`config.mk`:
```
export PLATFORM = sky130hd
export DESIGN_NAME = spf_div
export DESIGN_NICKNAME = d
export VERILOG_FILES = /design/src/rtl/spf_div.sv
export SDC_FILE = /design/constraint.sdc
export NUM_CORES = 1
export LEC_CHECK = 0
export ABC_AREA = 1
export BUFFER_PORTS_ARGS = -buffer_cell sky130_fd_sc_hd__buf_2
export CORE_MARGIN = 8
export CORE_UTILIZATION = 57
export CTS_BUF_LIST = sky130_fd_sc_hd__clkbuf_4
export DETAILED_ROUTE_END_ITERATION = 8
export PLACE_DENSITY = 0.94
export SYNTH_ARGS = -nofsm -noshare
export SYNTH_HDL_FRONTEND = slang
export SYNTH_SLANG_ARGS = --single-unit
export TNS_END_PERCENT = 20
```
`constraint.sdc`:
```
create_clock -name clk_i -period 2.7 [get_ports clk_i]
set_input_delay 0.54 -clock clk_i [delete_from_list [all_inputs] [get_ports clk_i]]
set_output_delay 0.54 -clock clk_i [all_outputs]
set_load 0.05 [all_outputs]
```
`src/rtl/spf_div.sv`:
```
// spf_div: restoring serial divider, one quotient bit per cycle.
// Uses no package items; instantiated by spectrum_peak_finder.
module spf_div #(
  parameter int DW = 34,
  parameter int VW = 18
) (
  input  logic          clk_i,
  input  logic          rst_ni,
  input  logic          start_i,
  input  logic [DW-1:0] dividend_i,
  input  logic [VW-1:0] divisor_i,
  output logic          done_o,
  output logic [DW-1:0] quotient_o
);

  localparam int CW = $clog2(DW + 1);

  logic          busy_q, busy_d;
  logic          done_q, done_d;
  logic [CW-1:0] cnt_q, cnt_d;
  logic [VW-1:0] rem_q, rem_d;
  logic [DW-1:0] quo_q, quo_d;
  logic [VW-1:0] dvs_q, dvs_d;
  logic [VW:0]   sh;
  logic          ge;

  assign sh = {rem_q, quo_q[DW-1]};
  assign ge = sh >= {1'b0, dvs_q};

  always_comb begin
    busy_d = busy_q;
    done_d = 1'b0;
    cnt_d  = cnt_q;
    rem_d  = rem_q;
    quo_d  = quo_q;
    dvs_d  = dvs_q;
    if (start_i) begin
      busy_d = 1'b1;
      cnt_d  = CW'(DW);
      rem_d  = '0;
      quo_d  = dividend_i;
      dvs_d  = divisor_i;
    end else if (busy_q) begin
      rem_d = ge ? VW'(sh - {1'b0, dvs_q}) : VW'(sh);
      quo_d = {quo_q[DW-2:0], ge};
      cnt_d = cnt_q - CW'(1);
      if (cnt_q == CW'(1)) begin
        busy_d = 1'b0;
        done_d = 1'b1;
      end
    end
  end

  always_ff @(posedge clk_i or negedge rst_ni) begin
    if (!rst_ni) begin
      busy_q <= 1'b0;
      done_q <= 1'b0;
      cnt_q  <= '0;
    end else begin
      busy_q <= busy_d;
      done_q <= done_d;
      cnt_q  <= cnt_d;
    end
  end

  always_ff @(posedge clk_i) begin
    rem_q <= rem_d;
    quo_q <= quo_d;
    dvs_q <= dvs_d;
  end

  assign done_o     = done_q;
  assign quotient_o = quo_q;

endmodule

```
==> flow_summary.yaml <==
route:
  drc: 0
  vias_per_cell: 5.04
  drt-total-wl_um: 10500
  dr.pass1.iters: 4
  drt_iter0_drc: 184
  antenna_left: 0
  num_vias: 3853
  post_drt_wl_per_cell_um: 13.7
power_and_ir_drop:
  p_int_mw: 2.49
  p_seq_share_pct: 36.4
  p_switching_mw: 2.01
  p_per_area_nw_per_um2: 886
  vdd_drop_max_uv: 466
  p_clk_share_pct: 14.1
  swShare_pct: 44.8
  combPwrFrac_pct: 49.5
  cellLeakagePower_nw: 2.69
worst_setup_path:
  worst_setup_path_start_kind: "flop"
  path_class: "flop to flop"
  crit_path_max_incr_delay_ns: 0.68
  end_kind: "flop"
  cpLargestDelayFamily: "simple AND/OR/NAND/NOR gates"
  reg2reg_to: "rem_q[17]$_SDFFE_PP0P_"
  cp.required_ns: 3.05
  crit_cells: 11
  r2r-start: "dvs_q[16]$_DFFE_PP_"
  critPathCapture: "rem_q[17]$_SDFFE_PP0P_"
  critPathBufInv: 3
  rrSetupSlack_ns: 0.19
  reg2regPathDepth: 11
  cpMostUsedCell: "nand2_1"
  cpMaxStageDelayCell: "nor2_1"
  crit_arrival_ns: 2.85
  cp_max_fo: 11
  crit_chain: "inv_1 -> ha_1 -> a21oi_1 -> o21ai_0 -> nor2_1 -> buf_4 -> nand3_1 -> nand2_1 -> clkinv_1 -> nand2_1 -> nand2_1"
  crit_start: "dvs_q[16]$_DFFE_PP_"
status:
  status: "complete, no violations"
timing:
  grt_setup_unrepaired: "no"
  tns_ns: 0
  worst_pin_slew_ns: 0.873
  period_minus_slack_ns: 2.51
  fin_skew_ns: 0.0142
  hold_viol: 0
  fin_crit_sh_pct: 92.9
  fin_ws_ns: 0.192
  relSlewSlack_pct: 41.6
  finalMaxSlewViolations: 0
  setup_violations: 0
  fmax_mhz: 399
  whs_ns: 0.270
logic_synthesis:
  async_flop_share_pct: 10.3
  synth_compound_gate_area_share_pct: 4.23
  synth_flop_cell: "edfxtp_1"
  synth.most_common_cell: "nand2_1"
  synth_top_cell_area_share_pct: 35.5
  synth_mux_area_share_pct: 0
  synth-xor-area-share_pct: 1.39
  synth_fa_ha_area_share_pct: 6.14
  yosys.area.top_type: "edfxtp_1"
  syn_area_sq_um: 4400
  synth_top_cells_by_count: "nand2_1, inv_1, edfxtp_1, nand3_1, nor2_1"
  synth_nets: 642
  synth_top_family_by_area: "simple AND/OR/NAND/NOR gates"
  ys_types: 31
  synth-simple-area-share_pct: 31.6
  syn_inst: 566
  synth_area_per_cell_sq_um: 7.78
  yosysWarnings: 0
  synth_edf_count: 52
  synth-seq-cells: 78
  synth-seq-area-share_pct: 48.2
  synth.area.top_cells: "edfxtp_1, nand2_1, dfxtp_1, inv_1, ha_1"
cts:
  post_cts_buffers: 0
  clockBufferDepth: 2
  cts_buffers: 9
  cts_tree: "built"
  htreeDepth: 3
  postCtsResizedCells: 0
  clk_latency_ns: 0.43
  clk_pin_slew_ns: 0.14
  root_buffer: "clkbuf_4"
  cts.sinks: 78
place:
  hpwl_um: 7770
  routabilityCongestion: 0.925
  port_buffers: 89
  place_ws_ns: 0.237
  dpl.cell_count: 748
global_routing:
  antenna_found_initial: 0
  gr-total-overflow: 0
  grt_pass1_wl_um: 17400
  grt_pass1_vias: 4014
  grt_max_degree: 45
  track_usage_pct: 19.4
layout:
  nNetsFinal: 734
  diodes: 0
  drive_gt1_share_pct: 18.9
  final_cells: 765
  register_area_sq_um: 2120
  syn_to_final_growth_pct: 15.3
  multi_input_area_sq_um: 1910
  nFillCells: 636
die:
  start_util_pct: 57.9
  io_pins: 90
  die_h_um: 104
  coreArea_sq_um: 7610
  die_area_sq_um: 10800
  die_w_um: 104
  core.rowCount: 32
run:
  maxCapViolations: 0
worst_hold_path:
  hold_class: "input pin to flop"
==> worst min path at each step <==
stage | startpoint | end | slack [ns] | cells after the start
finish | divisor_i[5] | dvs_q[5]$_DFFE_PP_ | 0.27 | 1
global route | divisor_i[3] | dvs_q[3]$_DFFE_PP_ | 0.24 | 1
detailed placement | rst_ni | cnt_q[3]$_DFFE_PN0P_ | 0.39 | 1
floorplan | rst_ni | busy_q$_DFF_PN0_ | 0.24 | 0
CTS | divisor_i[4] | dvs_q[4]$_DFFE_PP_ | 0.24 | 1
global placement | rst_ni | cnt_q[4]$_DFFE_PN0P_ | 0.38 | 1
==> per-stage QoR <==
step                total power, mW  util (%)  cell area [sq um]
global placement               3.79      65.1               4950
global route                   4.86      66.7               5080
detailed placement             3.87      65.1               4950
finish                         4.50      66.7               5080
CTS                            4.50      66.7               5080
floorplan                      3.41         -               4400
==> per-layer routing <==
layer / up-vias / wire [um] / GRT usage (%)
met5: - / 0 / 0
met4: 0 / 159 / 7.34
met3: 13 / 772 / 6.44
met2: 126 / 4890 / 32.6
met1: 1739 / 4640 / 22.4
li1: 1975 / - / -
==> placed cells by master (no fill, tap or decap), types with 6 or more instances in the layout <==
cell	count
nand2_1	231
nor2_1	30
buf_2	89
nand2_2	6
clkbuf_4	9
dfxtp_1	18
edfxtp_1	52
o21ai_1	8
buf_4	8
nand3_1	40
ha_1	20
dfrtp_1	8
xnor2_1	6
a21oi_1	16
o21ai_0	9
inv_1	74
nand3b_1	13
==> state kept, by name, indices dropped and copies added, names as in the netlist <==
register / flops
done_o: 1
quotient_o: 34
dvs_q: 18
busy_q: 1
cnt_q: 6
rem_q: 18
==> area by class of cell <==
class	count	share of cell area (%)
flip-flops and latches	78	41.8
clock inverters	7	0.912
well taps	102	2.51
clock buffers	9	1.33
repair buffers	98	10.2
inverters	77	5.69
multi-input cells	394	37.6
==> power groups by stage <==
| stage | Combinational (mW) | Clock [mW] | Sequential (mW) |
|---|---|---|---|
| 2_1_floorplan | 1.58 | 0 | 1.83 |
| 3_3_place_gp | 2.15 | 0 | 1.65 |
| 3_5_place_dp | 2.21 | 0 | 1.66 |
| 4_1_cts | 2.22 | 0.638 | 1.64 |
| 5_1_grt | 2.50 | 0.691 | 1.67 |
| 6_report | 2.23 | 0.634 | 1.64 |
==> repair_timing <==
item	in CTS	in global routing
hold endpoints to repair	8	0
hold buffers	1	0
endpoints found under the setup margin	0	0
==> cells by family after synthesis <==
kind of cell | after synthesis
AO/OA/AOI/OAI | 36
AND/OR/NAND/NOR | 330
flip-flops | 78
adder cells (fa/ha/maj) | 21
buffers and inverters | 94
XOR/XNOR | 7
(Power assumes the default switching activity.)
